**config.mk**
```make
export PLATFORM = sky130hd
export DESIGN_NAME = dejd_queue
export DESIGN_NICKNAME = d
export VERILOG_FILES = /design/src/dejd_pkg.sv /design/src/dejd_queue.sv
export SDC_FILE = /design/constraint.sdc
export NUM_CORES = 1
export LEC_CHECK = 0
export BUFFER_PORTS_ARGS = -buffer_cell sky130_fd_sc_hd__buf_2
export CAP_MARGIN = 30
export CORE_AREA = 5 5 108 110
export CTS_BUF_LIST = sky130_fd_sc_hd__clkbuf_4
export CTS_CLUSTER_DIAMETER = 150
export CTS_CLUSTER_SIZE = 20
export DETAILED_ROUTE_END_ITERATION = 12
export DIE_AREA = 0 0 113 115
export PLACE_DENSITY = 0.61
export SYNTH_ARGS = -nofsm -noshare
export SYNTH_HDL_FRONTEND = slang
export SYNTH_SLANG_ARGS = --single-unit
```
**constraint.sdc**
```tcl
create_clock -name clk -period 3.2 [get_ports clk]
set_input_delay 0.16 -clock clk [delete_from_list [all_inputs] [get_ports clk]]
set_output_delay 0.16 -clock clk [all_outputs]
set_load 0.02 [all_outputs]
```
**src/dejd_pkg.sv**
```systemverilog
// Shared types, constants and helpers of the dual average jump detector
`timescale 1ns / 1ps

package dejd_pkg;

    localparam int IN_W       = 120;
    localparam int IN_USED    = 116;
    localparam int OUT_W      = 48;
    localparam int CFG_ADDR_W = 2;
    localparam int CFG_DATA_W = 16;

    localparam logic [CFG_ADDR_W-1:0] CFG_TOL      = 2'd0;
    localparam logic [CFG_ADDR_W-1:0] CFG_TIMEOUT  = 2'd1;
    localparam logic [CFG_ADDR_W-1:0] CFG_HAND_THR = 2'd2;

    localparam logic [10:0] TOL_RESET      = 11'd50;
    localparam logic [15:0] TIMEOUT_RESET  = 16'd2000;
    localparam logic [10:0] HAND_THR_RESET = 11'd120;

    localparam logic signed [15:0] HEIGHT_MIN = -16'sd1300;

    // floor(2^25 / 5); the same constant serves /5 (>> 25) and /10 (>> 26)
    localparam logic [22:0] DIV_RECIP = 23'd6710886;
    // biases that make the dividends non-negative: 5 * 2^19 and 10 * 2^19
    localparam logic [22:0] OFF5      = 23'd2621440;
    localparam logic [22:0] OFF10     = 23'd5242880;
    localparam logic [20:0] AVG_BIAS  = 21'd524288;

    typedef enum logic [1:0] {
        KIND_HANDS = 2'd0,
        KIND_INSTR = 2'd1,
        KIND_STOMP = 2'd2
    } kind_t;

    typedef enum logic [1:0] {
        FR_EMPTY,
        FR_FOOT0,
        FR_FOOT1,
        FR_DONE
    } front_state_t;

    typedef struct packed {
        logic [10:0] tol;
        logic [15:0] timeout;
        logic [10:0] hand_thr;
    } cfg_t;

    // one frame's worth of results, queued between front and back
    typedef struct packed {
        logic [7:0]         uid;
        logic signed [12:0] center2;
        logic signed [12:0] off_r;
        logic signed [12:0] off_l;
        logic               inst_r;
        logic               inst_l;
        logic               stomp0;
        logic               stomp1;
    } rec_t;

    // clamp to -1300..0 mm and scale to Q.8
    function automatic logic signed [19:0] clamp_pos(input logic signed [15:0] y);
        logic signed [15:0] c;
        if (y < HEIGHT_MIN)
            c = HEIGHT_MIN;
        else if (y > 16'sd0)
            c = 16'sd0;
        else
            c = y;
        return {c[11:0], 8'h00};
    endfunction

endpackage

```
**src/dejd_queue.sv**
```systemverilog
// Two-entry queue of frame records between front and back
`timescale 1ns / 1ps

module dejd_queue (
    input  logic           clk,
    input  logic           rst_n,
    input  logic           push_valid,
    output logic           push_ready,
    input  dejd_pkg::rec_t push_rec,
    output logic           head_valid,
    input  logic           pop,
    output dejd_pkg::rec_t head_rec
);

    dejd_pkg::rec_t entry_reg [2];
    logic           wr_ptr_reg, wr_ptr_next;
    logic           rd_ptr_reg, rd_ptr_next;
    logic [1:0]     count_reg, count_next;
    logic           push;

    assign head_valid = (count_reg != 2'd0);
    assign head_rec   = entry_reg[rd_ptr_reg];
    // a slot freed by this cycle's pop may be refilled at once
    assign push_ready = (count_reg != 2'd2) || pop;
    assign push       = push_valid && push_ready;

    always_comb
    begin
        wr_ptr_next = push ? ~wr_ptr_reg : wr_ptr_reg;
        rd_ptr_next = pop ? ~rd_ptr_reg : rd_ptr_reg;
        count_next  = count_reg + (push ? 2'd1 : 2'd0) - (pop ? 2'd1 : 2'd0);
    end

    always_ff @(posedge clk or negedge rst_n)
    begin
        if (!rst_n)
        begin
            wr_ptr_reg <= 1'b0;
            rd_ptr_reg <= 1'b0;
            count_reg  <= 2'd0;
        end
        else
        begin
            wr_ptr_reg <= wr_ptr_next;
            rd_ptr_reg <= rd_ptr_next;
            count_reg  <= count_next;
        end
    end

    always_ff @(posedge clk)
    begin
        if (push)
            entry_reg[wr_ptr_reg] <= push_rec;
    end

endmodule

```
After elaboration in Yosys (flattened, before gate mapping)
Memories as Yosys holds them, arrays and structs flattened. Index checks and enable logic that the tools add are counted.

$add $sub $neg: 2. Multipliers: 0. Div/mod/pow operators: 0. $lt $le $gt $ge: 0. Eq/ne operators: 1. Shifts and indexed selects: 0. Muxes and demuxes: 4. Bitwise logic cells: 2. Reductions and logical operators: 3.

Operators with widths (count): $mux 1 (4); $add 2x1->2 (1); $ne 2x2->1 const B (1); $not 1->1 (2); $reduce_bool 2->1 (1); $sub 2x1->2 (1); $logic_and 1x1->1 (1); $logic_or 1x1->1 (1).

Flip-flop bits (word level): 4. Bits in latches: 0. Bits in writable memories: 102. ROM bits: 0. Input bits: 55. Output and inout bits: 53. Logic and storage cells: 16. Memories kept: 1.

Memories: entry_reg (depth 2, width 51, rd ports 1, clocked after memory_dff 0, wr ports 1, RTL line dejd_queue.sv:15) `dejd_pkg::rec_t entry_reg [2];`.

Depth between registers and ports, before layout
Word-level depth: 6. Gate-level depth with buffers: 5.

Worst setup path after synthesis
OpenSTA, ideal clock, no wires.

Kind: register to register. Start: register count_reg[1]. End: memory entry_reg[0][0] in the netlist's numbering, enable pin. Library setup time: 460 ps. Data arrival time: 2728 ps. Data required time: 2740 ps. Path slack: 12 ps. Stages on the path, launching flop included: 3. Buffers on the path: 0. Period minus slack after synthesis: 3188 ps. Cell sequence: dfrtp_1 > nor3b_2 > nor2_1.

Longest elaborated chain between the ends: 5.

Ends and longest elaborated chain: start, declared (RTL line dejd_queue.sv:18) `logic [1:0] count_reg, count_next;`; start signal, assigned (RTL line dejd_queue.sv:46) `count_reg <= count_next;`; $ne 2x2->1 (RTL line dejd_queue.sv:24) `assign push_ready = (count_reg != 2'd2) || pop;`; $logic_or 1x1->1 (RTL line dejd_queue.sv:24); $logic_and 1x1->1 (RTL line dejd_queue.sv:25) `assign push = push_valid && push_ready;`; $mux 1 (RTL line dejd_queue.sv:52) `if (push)`; $mux 1 (implied by the code) (RTL line dejd_queue.sv:53) `entry_reg[wr_ptr_reg] <= push_rec;`; end, declared (RTL line dejd_queue.sv:15).

No other way between the ends.

==> qor.yml <==
cp_slowest_cell: "dfrtp_4"
start_util_pct: 39.2
core_um2: 10600
vias_per_cell: 4.43
synthesis.instances: 180
outcome: "finished clean"
final_nets: 405
post_drt_wl_per_cell_um: 15.1
cts_resized: 0
period_share_pct: 66.2
setup_tns_ns: 0
largest_register_ffs: 102
antenna_found_initial: 0
drive_gt1_share_pct: 51.7
rows: 38
grt_max_degree: 53
drtPass1Iterations: 4
gp_congestion: 0.671
cts_root_buf: "clkbuf_4"
syn_area_per_cell_um2: 23.1
synthToLayoutAreaGrowth_pct: 31.6
crit_path_start_kind: "flop"
crit_path_max_incr_delay_ns: 0.70
synth_top_family_by_area: "multiplexers"
utilization_pct: 51.6
path_class: "flop to primary output"
synth_xor_area_share_pct: 0.632
p_per_area_nw_per_um2: 788
postCtsSetupBuffers: 0
reg2reg_depth: 4
io_buffers: 107
cts.clk_slew.worst_paths_ns: 0.15
cts_tree: "yes"
whs_ns: 0.0339
fmax_mhz: 472
yosys_warnings: 0
grt_usage_pct: 11.5
path_max_fanout: 33
rrSetupSlack_ns: 1.14
path_buf_inv: 2
final_cells: 494
slew_violations: 0
ys_seq_area_share_pct: 76.1
ant_nets: 0
synthSimpleGateAreaFrac_pct: 1.71
critical_path.startpoint: "rd_ptr_reg"
clockBufferDepth: 2
rsz0062_at_grt: "no"
place_ws_ns: 1.10
cts_made_buffers: 9
syn-num-nets: 236
drc: 0
overflow: 0
drt_wl_total_mm: 7.44
cap_violations: 0
fp.dieW_um: 113
placed_area_um2: 4790
fin_ws_ns: 1.08
peakVddDrop_uv: 486
antennaDiodeCount: 0
die-height_um: 115
finalSetupViolCount: 0
finalCriticalPeriod_ns: 2.12
relSlewSlack_pct: 66.4
cp_data_arrival_time_ns: 1.96
mostFrequentLayoutCell: "buf_2"
ys_types: 19
synth_fa_ha_area_share_pct: 0.301
final_area_um2: 5470
max_slew.worst_pin.slew_ns: 0.503
path_cells: "buf_16 -> mux2_4 -> buf_2"
vias: 2187
synth.area.mux_share_pct: 18.2
endpoint_kind: "primary output"
fin_total_pwr_mw: 4.31
ys_ff_latch: 106
cp_top_family: "flip-flops"
r2r_start: "count_reg[1]"
cts_sinks: 106
synth_compound_area_share_pct: 0.301
final.setup_skew_ns: 0.0172
htree_levels: 3
drt_iter0_drc: 74
holdBufCountCts: 53
grt_pass1_vias: 2305
hold_viol_final: 0
hold_path_class: "primary input to async pin"
syn-cell-area_um2: 4160
dp_cells: 424
io_pins: 108
cp.required_ns: 3.04
r2r-end: "entry_reg[1][49]"
power_leakage_nw: 2.18
insertion_delay_ns: 0.44
layout_common_cells: "buf_2 (107), edfxtp_1 (102), dlygate4sd3_1 (53), mux2_4 (49), clkbuf_4 (9)"
dieArea_um2: 13000
grt_first_pass_wirelength_mm: 11.4
==> where the power goes <==
group | switching (mW) | internal (mW) | total [mW]
Clock | 0.428 | 0.164 | 0.592
Combinational | 0.894 | 0.807 | 1.70
Sequential | 0.148 | 1.87 | 2.02
==> routing by layer <==
metal	track usage [%]	vias to the layer above	part of all wire (%)
met3	4.63	11	8.1
li1	-	1043	-
met2	17.9	71	47
met4	3.85	0	1.5
met1	14.7	1062	44
met5	0	-	0
==> cells by family after synthesis <==
family                     Yosys count
and+or+nand+nor                     10
DFF                                106
buffers and inverters                7
xor gates and xnor gates             3
AOI/OAI and AO/OA                    2
adders and majority gates            1
muxes                               51
==> worst max-delay path by stage <==
stage / to / slack [ns] / cells past startpoint
floorplan: entry_reg[0][0] / 0.01 / 2
global placement: entry_reg[1][29] / 1.15 / 4
detailed placement: entry_reg[1][22] / 1.10 / 4
CTS: head_rec[50] / 0.84 / 2
global route: head_rec[41] / 0.97 / 3
finish: head_rec[37] / 1.08 / 3
==> final cells by class <==
type | count | area [um^2]
clock buffer | 9 | 67.6
clock inverter | 7 | 52.6
fill | 905 | 5130
inverter | 1 | 3.75
multi-input combinational | 67 | 890
sequential | 106 | 3170
tap | 140 | 175
timing repair buffer | 164 | 1120
==> cell usage after synthesis <==
cell       instances  share of area (%)
nor2b_1            1               0.15
buf_12             5                2.4
nor2_1             1              0.090
mux2_2             2               0.54
buf_6              1               0.27
o21ai_0            1               0.12
or2_2              1               0.15
o211ai_1           1               0.18
and3_1             1               0.15
dfrtp_1            4                2.4
edfxtp_1         102                 74
nand4bb_1          1               0.27
mux2_4            49                 18
inv_2              1              0.090
ha_1               1               0.30
xnor2_1            1               0.21
nand2b_1           4               0.60
xor2_1             2               0.42
nor3b_2            1               0.30
No activity file was read; power rests on OpenSTA's default activity.
