[config.mk]
export PLATFORM = sky130hd
export DESIGN_NAME = dejd_back
export DESIGN_NICKNAME = d
export VERILOG_FILES = /design/src/dejd_pkg.sv /design/src/dejd_back.sv
export SDC_FILE = /design/constraint.sdc
export NUM_CORES = 1
export LEC_CHECK = 0
export BUFFER_PORTS_ARGS = -buffer_cell sky130_fd_sc_hd__buf_2
export CORE_AREA = 2 2 75 77
export CTS_BUF_LIST = sky130_fd_sc_hd__clkbuf_4
export DETAILED_ROUTE_END_ITERATION = 12
export DIE_AREA = 0 0 77 79
export HOLD_SLACK_MARGIN = 0.02
export PLACE_DENSITY = 0.85
export SLEW_MARGIN = 40
export SYNTH_ARGS = -nofsm -noshare
export SYNTH_HDL_FRONTEND = slang
export SYNTH_SLANG_ARGS = --single-unit
[constraint.sdc]
create_clock -name clk -period 1.8 [get_ports clk]
set_input_delay 0.09 -clock clk [delete_from_list [all_inputs] [get_ports clk]]
set_output_delay 0.09 -clock clk [all_outputs]
set_load 0.02 [all_outputs]
[src/dejd_pkg.sv]
// Shared types, constants and helpers of the dual average jump detector
`timescale 1ns / 1ps

package dejd_pkg;

    localparam int IN_W       = 120;
    localparam int IN_USED    = 116;
    localparam int OUT_W      = 48;
    localparam int CFG_ADDR_W = 2;
    localparam int CFG_DATA_W = 16;

    localparam logic [CFG_ADDR_W-1:0] CFG_TOL      = 2'd0;
    localparam logic [CFG_ADDR_W-1:0] CFG_TIMEOUT  = 2'd1;
    localparam logic [CFG_ADDR_W-1:0] CFG_HAND_THR = 2'd2;

    localparam logic [10:0] TOL_RESET      = 11'd50;
    localparam logic [15:0] TIMEOUT_RESET  = 16'd2000;
    localparam logic [10:0] HAND_THR_RESET = 11'd120;

    localparam logic signed [15:0] HEIGHT_MIN = -16'sd1300;

    // floor(2^25 / 5); the same constant serves /5 (>> 25) and /10 (>> 26)
    localparam logic [22:0] DIV_RECIP = 23'd6710886;
    // biases that make the dividends non-negative: 5 * 2^19 and 10 * 2^19
    localparam logic [22:0] OFF5      = 23'd2621440;
    localparam logic [22:0] OFF10     = 23'd5242880;
    localparam logic [20:0] AVG_BIAS  = 21'd524288;

    typedef enum logic [1:0] {
        KIND_HANDS = 2'd0,
        KIND_INSTR = 2'd1,
        KIND_STOMP = 2'd2
    } kind_t;

    typedef enum logic [1:0] {
        FR_EMPTY,
        FR_FOOT0,
        FR_FOOT1,
        FR_DONE
    } front_state_t;

    typedef struct packed {
        logic [10:0] tol;
        logic [15:0] timeout;
        logic [10:0] hand_thr;
    } cfg_t;

    // one frame's worth of results, queued between front and back
    typedef struct packed {
        logic [7:0]         uid;
        logic signed [12:0] center2;
        logic signed [12:0] off_r;
        logic signed [12:0] off_l;
        logic               inst_r;
        logic               inst_l;
        logic               stomp0;
        logic               stomp1;
    } rec_t;

    // clamp to -1300..0 mm and scale to Q.8
    function automatic logic signed [19:0] clamp_pos(input logic signed [15:0] y);
        logic signed [15:0] c;
        if (y < HEIGHT_MIN)
            c = HEIGHT_MIN;
        else if (y > 16'sd0)
            c = 16'sd0;
        else
            c = y;
        return {c[11:0], 8'h00};
    endfunction

endpackage

[src/dejd_back.sv]
// Back end: unrolls each queued frame into its result stream, one result per cycle while the output is not stalled
`timescale 1ns / 1ps

module dejd_back (
    input  logic                        clk,
    input  logic                        rst_n,
    input  logic                        head_valid,
    input  dejd_pkg::rec_t              head_rec,
    output logic                        pop,
    output logic                        m_valid,
    input  logic                        m_ready,
    output logic [dejd_pkg::OUT_W-1:0]  m_data,
    output logic [1:0]                  m_user,
    output logic                        m_last
);

    localparam logic [4:0] EV_HANDS  = 5'b00001;
    localparam logic [4:0] EV_INST_R = 5'b00010;
    localparam logic [4:0] EV_INST_L = 5'b00100;
    localparam logic [4:0] EV_STOMP0 = 5'b01000;
    localparam logic [4:0] EV_STOMP1 = 5'b10000;

    logic [4:0] done_reg, done_next;
    logic [4:0] mask, pending, sel;
    logic       emit, is_last;

    logic                  valid_reg, valid_next;
    dejd_pkg::kind_t       kind_reg, kind_next;
    logic [7:0]            uid_reg;
    logic signed [12:0]    a_reg, a_next, b_reg, b_next, c_reg, c_next;
    logic                  last_reg;

    always_comb
    begin
        mask    = {head_rec.stomp1, head_rec.stomp0, head_rec.inst_l, head_rec.inst_r, 1'b1};
        pending = mask & ~done_reg;
        sel     = pending & (~pending + 5'd1);
        is_last = ((pending & ~sel) == 5'd0);
        emit    = head_valid && (!valid_reg || m_ready);
        pop     = emit && is_last;

        done_next = done_reg;
        if (emit)
            done_next = is_last ? 5'd0 : (done_reg | sel);

        valid_next = emit ? 1'b1 : (valid_reg && !m_ready);

        kind_next = dejd_pkg::KIND_HANDS;
        a_next    = 13'sd0;
        b_next    = 13'sd0;
        c_next    = 13'sd0;
        case (sel)
            EV_HANDS:
            begin
                kind_next = dejd_pkg::KIND_HANDS;
                a_next    = head_rec.center2;
                b_next    = head_rec.off_r;
                c_next    = head_rec.off_l;
            end
            EV_INST_R:
                kind_next = dejd_pkg::KIND_INSTR;
            EV_INST_L:
            begin
                kind_next = dejd_pkg::KIND_INSTR;
                a_next    = 13'sd1;
            end
            EV_STOMP0:
                kind_next = dejd_pkg::KIND_STOMP;
            EV_STOMP1:
            begin
                kind_next = dejd_pkg::KIND_STOMP;
                a_next    = 13'sd1;
            end
            default:
                kind_next = dejd_pkg::KIND_HANDS;
        endcase
    end

    always_ff @(posedge clk or negedge rst_n)
    begin
        if (!rst_n)
        begin
            done_reg  <= 5'd0;
            valid_reg <= 1'b0;
        end
        else
        begin
            done_reg  <= done_next;
            valid_reg <= valid_next;
        end
    end

    always_ff @(posedge clk)
    begin
        if (emit)
        begin
            kind_reg <= kind_next;
            uid_reg  <= head_rec.uid;
            a_reg    <= a_next;
            b_reg    <= b_next;
            c_reg    <= c_next;
            last_reg <= is_last;
        end
    end

    assign m_valid = valid_reg;
    assign m_data  = {1'b0, c_reg, b_reg, a_reg, uid_reg};
    assign m_user  = kind_reg;
    assign m_last  = last_reg;

endmodule

Word level (Yosys, flattened, before mapping):

Index checks and enable logic that the tools add are counted.

* flip-flop bits (word level): 56
* word-level logic and storage cells: 35
* input bits: 55
* latch bits: 0
* ROM bits: 0
* output and inout port bits: 53
* RAM bits: 0
* memories: 0

* reductions and logical operators: 10
* bitwise logic cells: 7
* shift-type cells: 0
* add/subtract/negate cells: 1
* mux-type cells: 4
* div/mod/pow operators: 0
* equal/unequal tests: 5
* $lt $le $gt $ge: 0
* $mul: 0

Operators by type and width (count)
* $pmux 13 s2: 1
* $and 5x5->5: 3
* $not 5->5: 3
* $reduce_or 2->1: 3
* $add 5x1->5 const B: 1
* $eq 5x1->1 const B: 1
* $eq 5x2->1 const B: 1
* $eq 5x3->1 const B: 1
* $eq 5x4->1 const B: 1
* $eq 5x5->1 const B: 1
* $logic_not 5->1: 1
* $mux 5: 1
* $or 5x5->5: 1
* $pmux 2 s2: 1
* $logic_and 1x1->1: 3
* $logic_not 1->1: 2
* $logic_or 1x1->1: 1
* $mux 1: 1

Longest topological paths before layout:

Gate-level depths: netlist of run 1.

* depth in word-level cells: 9
* gate-level depth with buffers: 5

Worst setup path after synthesis of run 1:

No wires, ideal clock.

* path kind: register to register
* from: register valid_reg, in the netlist m_valid
* to: register done_reg[4]
* arrival time: 1815 ps
* period minus slack after synthesis: 1936 ps
* stages on the path, launching flop included: 6
* data required time: 1679 ps
* setup slack: -136 ps
* setup time: 121 ps
* path through: dfrtp_1 -> nand2b_1 -> and2_1 -> buf_2 -> o21ai_0 -> a22o_1

* cells in the longest elaborated chain, start to end: 3

RTL lines
* from (decl): RTL line dejd_back.sv:27 `logic valid_reg, valid_next;`
* from (signal assigned): RTL line dejd_back.sv:89 `valid_reg <= valid_next;`
* $logic_not 1->1: RTL line dejd_back.sv:39 `emit = head_valid && (!valid_reg || m_ready);`
* $logic_or 1x1->1: RTL line dejd_back.sv:39
* $logic_and 1x1->1: RTL line dejd_back.sv:39
* named net emit: RTL line dejd_back.sv:25 `logic emit, is_last;`
* to (signal assigned): RTL line dejd_back.sv:88 `done_reg <= done_next;`
* to (decl): RTL line dejd_back.sv:23 `logic [4:0] done_reg, done_next;`

The timed path passes the listed nets, and every way through them passes these cells.
A chain may end at the register's enable or synchronous reset.

Final worst setup path of run 1:

* from: register done_reg[2]
* to: output pop

* cells in the longest elaborated chain, start to end: 9

RTL lines
* $not 5->5 (*): RTL line dejd_back.sv:36 `pending = mask & ~done_reg;`
* $and 5x5->5 (*): RTL line dejd_back.sv:36
* $not 5->5: RTL line dejd_back.sv:37 `sel = pending & (~pending + 5'd1);`
* $add 5x1->5: RTL line dejd_back.sv:37
* $and 5x5->5: RTL line dejd_back.sv:37
* $not 5->5: RTL line dejd_back.sv:38 `is_last = ((pending & ~sel) == 5'd0);`
* $and 5x5->5 (*): RTL line dejd_back.sv:38
* $logic_not 5->1 (*): RTL line dejd_back.sv:38
* named net is_last: RTL line dejd_back.sv:25
* $logic_and 1x1->1 (*): RTL line dejd_back.sv:40 `pop = emit && is_last;`
* to (decl): RTL line dejd_back.sv:9 `output logic pop,`

Mark *: on every way through the listed nets, which the timed path passes. The rest lies on a longest branch.

==> reports/results.txt, run 1 <==
Main synth FF type = edfxtp_1
P_leak = 1.44 nW
Site Rows = 27
Final period util = 0.957
Synth top area share = 0.698
vias = 1,655
critical path fanouts, max = 3
IO Count = 108
crit path time final = 1720 ps
clk_lat worst skew = 360 ps
Avg Cell Area, Syn = 15.8 um^2
core area = 5340 um^2
Final Cell Area = 3350 um^2
Clock Tree Root = clkbuf_4
worst path required time = 1710 ps
CTS Sinks = 56
Clock Skews = 6.60 ps
# DRC = 0
area grow syn2layout = 55.7%
Post-Syn Nets = 191
Slowest Stage Delay on Critical Path = 410 ps
HP Class = input port to flip-flop
Placement Cell Area = 2790 um^2
CP Class = flip-flop to output port
vias per cell = 4.50
highest routed layer = met4
Die Footprint = 6080 um^2
Seq/Total Area, Yosys = 0.768
Fmax achieved = 580 MHz
Worst VDD drop = 0.560 mV
crit path max-delay cell type = dfrtp_1
Pre-antenna DRT Iters = 4
cts bufs inserted = 5
initial antenna violation count = 0
Starting DRT DRC Count = 61
Worst Hold Margin = 33.7 ps
Final Hold Viols = 0
Synth area leaders = edfxtp_1 70%, nor2b_1 12%, dfrtp_1 7.0%
most frequent cells in the layout = 105 x buf_2, 50 x edfxtp_1, 43 x dlygate4sd3_1, 39 x nor2b_1, 10 x buf_4
EDFF count, synth = 50
first-pass GRT wire length = 7290 um
Yosys reg bits = 56
max-cap viol count = 0
Total Power = 3.70 mW
Worst Setup End Kind = output port
metal3 WL = 236 um
vias in the first global route = 1,652
DRT Wirelength = 5010 um
Port Buffers = 106
post-synthesis cell type count = 24
most common cell after layout, fill and taps aside = buf_2
Max Slew Vio Count = 0
CTS clk-pin slew, worst paths = 150 ps
Setup violations, final = 0
global placer's final weighted congestion = 0.735
CTS tree = done
warnings from Yosys = 0
Critical Path AT = 1630 ps
wl on met1 = 1880 um
antenna cell count = 0
Avg WL per Cell = 13.6 um
Total GRT Usage = 0.160
Worst setup SP type = flip-flop
Yosys top cell by area = edfxtp_1
die width = 77 um
largest net degree at the start of global routing = 29
HPWL Detailed = 3110 um
# nets final = 350
share of layout cells above drive strength 1 = 0.446
Die Height = 79 um
Syn Inst Count = 136
Starting Density = 0.403
H-Tree Depth = 2
ys async rst share = 0.107
maximum clock path buffer count = 2
met2 routed WL = 2780 um
PD cells = 1110 nW/um^2
ANT nets after route = 0
cells along the critical path = nor2b_2, maj3_2, a31oi_4, and2_4, buf_4
status = finished clean
GRT overflow = 0
Mapped Area = 2150 um^2
[cell type report]
cell class | count | area (um^2)
fill | 412 | 1990
inverter | 2 | 7.51
multi-input combinational | 71 | 469
tap | 72 | 90.1
sequential | 56 | 1650
clock inverter | 2 | 35.0
clock buffer | 6 | 45.0
timing repair buffer | 159 | 1050
[routing by layer]
layer,GRT usage,vias up
li1,-,802
met1,0.173,781
met2,0.294,62
met3,0.0375,10
met4,0.0786,0
met5,0,-
[metrics by stage]
stage	utilization	setup WS, ps	TNS (ps)	instances
global placement	0.522	351	0	312
CTS	0.613	28.1	0	361
finish	0.628	76.8	0	368
floorplan	-	171	0	136
global route	0.628	-14.7	-14.7	368
detailed placement	0.522	321	0	312
[repair_timing]
item                                    4_1_cts  5_1_grt
endpoints found under the hold margin        43        4
resized for setup                             0        6
hold buffers                                 39        4
setup buffers                                 2        3
endpoints found under the setup margin        1        1
pin swaps                                     1        1
[worst max-delay path, delay by kind of cell (launching register included)]
kind | cells | cell delay, ps
fa+ha+maj | 1 | 340
simple gates | 2 | 230
compound gates | 1 | 170
flops | 1 | 410
buf+inv | 1 | 130
[cell families after synthesis]
group | after synthesis | share of synthesized area
other cells | 1 | 0.00174
flops | 56 | 0.768
simple gates | 55 | 0.156
fa+ha+maj | 1 | 0.00524
buf+inv | 9 | 0.0198
compound gates | 14 | 0.0494
[final timing paths]
check / start / to / slack, ps / cells after the start
max in group asynchronous: rst_n / done_reg[3] / 1590 / 2
hold reg to reg: done_reg[3] / done_reg[3] / 540 / 2
hold / removal: head_rec[32] / a_reg[2] / 30 / 2
min in group asynchronous: rst_n / done_reg[2] / 50 / 2
setup / recovery: done_reg[2] / pop / 80 / 5
setup reg to reg: done_reg[1] / m_last / 390 / 5
[power by group]
part / switching [mW] / leakage [nW] / total (mW) / internal, mW
clock network: 0.363 / 0.0456 / 0.670 / 0.307
logic: 0.715 / 0.829 / 1.25 / 0.536
registers: 0.0755 / 0.562 / 1.78 / 1.71
total: 1.15 / 1.44 / 3.70 / 2.55
[cells in the mapped netlist (2+ instances only)]
master,count
a21oi_1,5
buf_4,2
and2_1,3
nand2b_1,6
edfxtp_1,50
clkbuf_1,4
dfrtp_1,6
a31oi_1,3
nand2_1,2
nor2b_1,40
nand4_1,2
Power figures use the tool's default switching activity.
==> run 2, diff against run 1 <==
--- a/config.mk
+++ b/config.mk
@@ -11,7 +11,7 @@
 export DETAILED_ROUTE_END_ITERATION = 12
 export DIE_AREA = 0 0 77 79
 export HOLD_SLACK_MARGIN = 0.02
-export PLACE_DENSITY = 0.85
+export PLACE_DENSITY = 0.84
 export SLEW_MARGIN = 40
 export SYNTH_ARGS = -nofsm -noshare
 export SYNTH_HDL_FRONTEND = slang
==> reports/results.txt, run 2 (synthesized netlist as in run 1, its figures left out) <==
HPWL Detailed = 2960 um (-4.9%)
most common cell after layout, fill and taps aside = buf_2
Clk pwr share = 0.147 (-0.034)
P_leak = 1.40 nW (-2.9%)
switching power share of the total = 0.323 (+0.0112)
clk_lat worst skew = 350 ps (about the same)
Site Rows = 27 (unchanged)
first-pass GRT wire length = 7110 um (-2.5%)
Layout Cells excl Fill = 363 (-1.4%)
H-Tree Depth = 2 (unchanged)
Worst VDD drop = 0.371 mV (-34%)
largest net degree at the start of global routing = 25 (-14%)
CP Class = flip-flop to output port
Port Buffers = 106 (unchanged)
worst path buffer plus inverter count = 1 (unchanged)
Starting DRT DRC Count = 96 (+57%)
global placer's final weighted congestion = 0.826 (+12%)
Worst setup SP type = flip-flop
Die Footprint = 6080 um^2 (unchanged)
Setup violations, final = 0 (unchanged)
Max Slew Vio Count = 0 (unchanged)
Avg WL per Cell = 12.8 um (-5.7%)
antenna cell count = 0 (unchanged)
vias per cell = 4.37 (-2.7%)
Die Height = 79 um (unchanged)
Worst Setup End Kind = output port
status = finished clean
maximum clock path buffer count = 2 (unchanged)
initial antenna violation count = 0 (unchanged)
grt met2 use = 0.281 (-0.0132)
Final Hold Viols = 0 (unchanged)
placed cell count = 312 (unchanged)
CTS clk-pin slew, worst paths = 140 ps (about the same)
cells along the critical path = nor2b_2, maj3_2, a31oi_4, and2_1, buf_4
dpl ws = 302 ps (-19.4 ps)
IO Count = 108 (unchanged)
Comb pwr share = 0.342 (+0.004)
GRT overflow = 0 (unchanged)
area grow syn2layout = 52.5%
# nets final = 345 (-1.4%)
most frequent cells in the layout = 105 x buf_2, 50 x edfxtp_1, 41 x dlygate4sd3_1, 39 x nor2b_1, 7 x buf_4
vias in the first global route = 1,531 (-7.3%)
core area = 5340 um^2 (unchanged)
Clock Skews = 7.42 ps (+0.823 ps)
die width = 77 um (unchanged)
M1 GR Usage = 0.166 (-0.00699)
post-route setup TNS = 0 ps (unchanged)
Starting Density = 0.403 (unchanged)
Total GRT Usage = 0.152 (-0.00728)
Worst Hold Margin = 40.1 ps (+6.36 ps)
Pint = 2.36 mW (-7.5%)
met3 usage = 0.0364 (-0.00114)
worst path required time = 1710 ps (about the same)
Clock Tree Root = clkbuf_4
Critical Path AT = 1610 ps (-20 ps)
ANT nets after route = 0 (unchanged)
sequential power share = 0.511 (+0.030)
CP delay by family, top = flip-flops
cts bufs inserted = 5 (unchanged)
Psw = 1.12 mW (-2.6%)
critical path fanouts, max = 3 (unchanged)
crit path time final = 1700 ps (-22.3 ps)
Pre-antenna DRT Iters = 4 (unchanged)
Fmax achieved = 588 MHz (+1.3%)
PD cells = 1060 nW/um^2 (-4.0%)
Final period util = 0.945 (-0.0124)
crit path max-delay cell type = dfrtp_1
Slowest Stage Delay on Critical Path = 400 ps (about the same)
DRT Wirelength = 4660 um (-7.0%)
CTS tree = done
max-cap viol count = 0 (unchanged)
HP Class = input port to flip-flop
GR peak layer = met2
vias = 1,588 (-4.0%)
# DRC = 0 (unchanged)
share of layout cells above drive strength 1 = 0.436 (-0.00952)
setup slack after layout = 99.1 ps (+22.3 ps)
CTS Sinks = 56 (unchanged)
[run 2: worst paths after layout]
| kind | slack [ps] | end | from | cells after the start |
|---|---|---|---|---|
| worst max-delay path | 100 | pop | done_reg[2] | 5 |
| worst min-delay path | 40 | b_reg[12] | head_rec[29] | 2 |
| worst max register to register | 450 | a_reg[3] | m_valid | 3 |
| worst min register to register | 560 | done_reg[3] | done_reg[3] | 2 |
| max in group asynchronous | 1600 | done_reg[1] | rst_n | 2 |
| min in group asynchronous | 60 | m_valid | rst_n | 2 |
[run 2: repair_timing]
action	CTS	global route
setup endpoints to repair	1	1
gates resized for setup	1	4
hold buffers	40	1
buffers inserted	2	0
hold endpoints to repair	44	1
gates cloned	0	0
pin swaps	1	0
[run 2: power groups by stage]
stage / Combinational (mW) / Sequential [mW] / Clock (mW)
finish: 1.19 / 1.78 / 0.513
global route: 1.30 / 1.80 / 0.575
CTS: 1.17 / 1.77 / 0.536
detailed placement: 1.05 / 1.82 / 0
global placement: 1.01 / 1.81 / 0
floorplan: 0.534 / 2.00 / 0
[run 2: cell type report]
type                            instances  area, um^2
Clock buffer                            6        45.0
Sequential cell                        56        1650
Tap cell                               72        90.1
Multi-Input combinational cell         71         467
Timing Repair Buffer                  154        1010
Inverter                                2        7.51
Clock inverter                          2        11.3
Fill cell                             426        2060
[run 2: layer usage]
layer / vias up / share of wire / wire length [um]
met5: - / 0 / 0
met4: 0 / 0.022 / 103
met3: 8 / 0.058 / 269
met2: 63 / 0.54 / 2520
met1: 728 / 0.38 / 1760
li1: 789 / - / -
[run 2: per-stage QoR]
stage	power, mW	utilization	cell area, um^2
finish	3.48	0.615	3280
detailed placement	2.86	0.522	2790
global route	3.68	0.615	3280
global placement	2.82	0.522	2790
CTS	3.48	0.611	3260
floorplan	2.53	-	2150
==> run 3, diff against run 2 <==
--- a/config.mk
+++ b/config.mk
@@ -12,6 +12,7 @@
 export DIE_AREA = 0 0 77 79
 export HOLD_SLACK_MARGIN = 0.02
 export PLACE_DENSITY = 0.84
+export SETUP_SLACK_MARGIN = 0.3
 export SLEW_MARGIN = 40
 export SYNTH_ARGS = -nofsm -noshare
 export SYNTH_HDL_FRONTEND = slang
==> reports/results.txt, run 3 (synthesized netlist as in run 1, its figures left out) <==
max-cap viol count = 0 (unchanged)
initial antenna violation count = 0 (unchanged)
Placement Cell Area = 2770 um^2 (-0.54%)
Max Slew Vio Count = 0 (unchanged)
share of layout cells above drive strength 1 = 0.435 (-0.00149)
PD cells = 1090 nW/um^2 (+2.9%)
Slew @ Worst Pin = 496 ps
global placer's final weighted congestion = 0.831 (+0.67%)
multi-input logic area = 472 um^2 (+1.1%)
die width = 77 um (unchanged)
Port Buffers = 106 (unchanged)
status = finished clean
area grow syn2layout = 54.2%
Final period util = 0.935 (-0.0101)
R2R Path End = done_reg[4]
cts bufs inserted = 5 (unchanged)
antenna cell count = 0 (unchanged)
# DRC = 0 (unchanged)
Pre-antenna DRT Iters = 4 (unchanged)
Site Rows = 27 (unchanged)
worst path required time = 1710 ps (about the same)
HPWL Detailed = 2890 um (-2.2%)
hold path cells = 3 (+1)
H-Tree Depth = 2 (unchanged)
DRT Wirelength = 4720 um (+1.4%)
post-route setup TNS = 0 ps (unchanged)
flop-to-flop setup slack = 250 ps (-200 ps)
maximum clock path buffer count = 2 (unchanged)
reg-to-reg startpoint = done_reg[2]
CP Class = flip-flop to output port
vias in the first global route = 1,641 (+7.2%)
Clock Skews = 11.2 ps (+3.81 ps)
IO Count = 108 (unchanged)
CTS clk-pin slew, worst paths = 130 ps (about the same)
CTS Sinks = 56 (unchanged)
largest net degree at the start of global routing = 43 (+72%)
R2R cell count = 6 (+3)
Util after Layout = 0.621 (+0.00656)
core area = 5340 um^2 (unchanged)
Fmax achieved = 594 MHz (+1.1%)
Critical Path AT = 1590 ps (-20 ps)
Total Power = 3.62 mW (+4.0%)
M1 GR Usage = 0.158 (-0.00786)
Total GRT Usage = 0.154 (+0.00142)
crit path max-delay cell type = dfrtp_1
RSZ-0062 raised after global routing = yes
Die Height = 79 um (unchanged)
CTS tree = done
GRT overflow = 0 (unchanged)
most frequent cells in the layout = 105 x buf_2, 50 x edfxtp_1, 41 x dlygate4sd3_1, 39 x nor2b_1, 7 x buf_4
Final Hold Viols = 0 (unchanged)
Avg WL per Cell = 13.0 um (+1.1%)
setup slack after layout = 117 ps (+18.3 ps)
first-pass GRT wire length = 7250 um (+1.9%)
HP Class = input port to flip-flop
crit path time final = 1680 ps (-18.3 ps)
Starting Density = 0.403 (unchanged)
max-slew headroom at the worst pin = 0.667
P_leak = 1.42 nW (+1.7%)
min-delay src = head_rec[1]
cells along the critical path = nor2b_1, maj3_2, a31oi_4, and2_4, buf_6
Clock Tree Root = clkbuf_4
Slowest Stage Delay on Critical Path = 400 ps (about the same)
vias per cell = 4.44 (+1.5%)
most common cell after layout, fill and taps aside = buf_2
ANT nets after route = 0 (unchanged)
Worst Setup End Kind = output port
WHS Endpoint = done_reg[3]
# nets final = 346 (+0.29%)
Worst VDD drop = 0.449 mV (+21%)
Die Footprint = 6080 um^2 (unchanged)
Layout fillers = 414 (-2.8%)
grt met2 use = 0.297 (+0.0167)
clk_lat worst skew = 360 ps (about the same)
Starting DRT DRC Count = 45 (-53%)
GR peak layer = met2
register area = 1650 um^2 (unchanged)
critical path fanouts, max = 3 (unchanged)
met3 usage = 0.0318 (-0.00455)
Final Cell Area = 3320 um^2 (+1.1%)
Worst setup SP type = flip-flop
vias = 1,616 (+1.8%)
dpl ws = 224 ps (-78.2 ps)
Setup violations, final = 0 (unchanged)
==> run 3: how the worst max path moves through the flow <==
stage	from	end	slack [ps]	depth (start not counted)
after floorplan	m_valid	done_reg[4]	330	5
after global placement	m_valid	b_reg[8]	270	3
after detailed placement	m_valid	uid_reg[2]	220	3
after CTS	done_reg[2]	pop	110	5
after global routing	done_reg[2]	pop	20	5
final	done_reg[1]	pop	120	5
==> run 3: timing repair <==
| item | CTS | global route |
|---|---|---|
| buffers inserted | 3 | 2 |
| hold endpoints to repair | 44 | 1 |
| pin swaps | 2 | 1 |
| setup endpoints to repair | 22 | 11 |
| gates resized for setup | 6 | 0 |
| hold buffers | 40 | 1 |
==> run 3: final cells by class <==
class	instances	area share
well taps	72	0.0272
multi-input cells	71	0.142
clock inverters	3	0.0113
inverters	2	0.00226
flip-flops and latches	56	0.498
clock buffers	5	0.0113
repair buffers	155	0.308
==> run 3: metrics by stage <==
stage                     hold slack, ps  std cells
after floorplan                     -206        136
after global placement             -77.0        310
after detailed placement           -79.5        310
after CTS                           20.5        361
after global routing                23.2        364
final                               30.6        364
==> run 3: critical path, delay by kind of cell, from the launching register on <==
kind	cells	cell delay [ps]
adders and majority gates	1	330
and+or+nand+nor	2	240
AOI/OAI and AO/OA	1	160
buffers and inverters	1	110
DFF	1	400
==> run 3: routing by layer <==
metal  up-vias  part of all wire  wire length [um]
met3        15             0.054               256
met1       737              0.37              1730
li1        792                 -                 -
met2        72              0.55              2600
met4         0             0.029               136
met5         -                 0                 0
==> run 3: report_power, final <==
group          switching (mW)  internal (mW)
combinational           0.701          0.509
sequential             0.0741           1.71
clock                   0.345          0.284
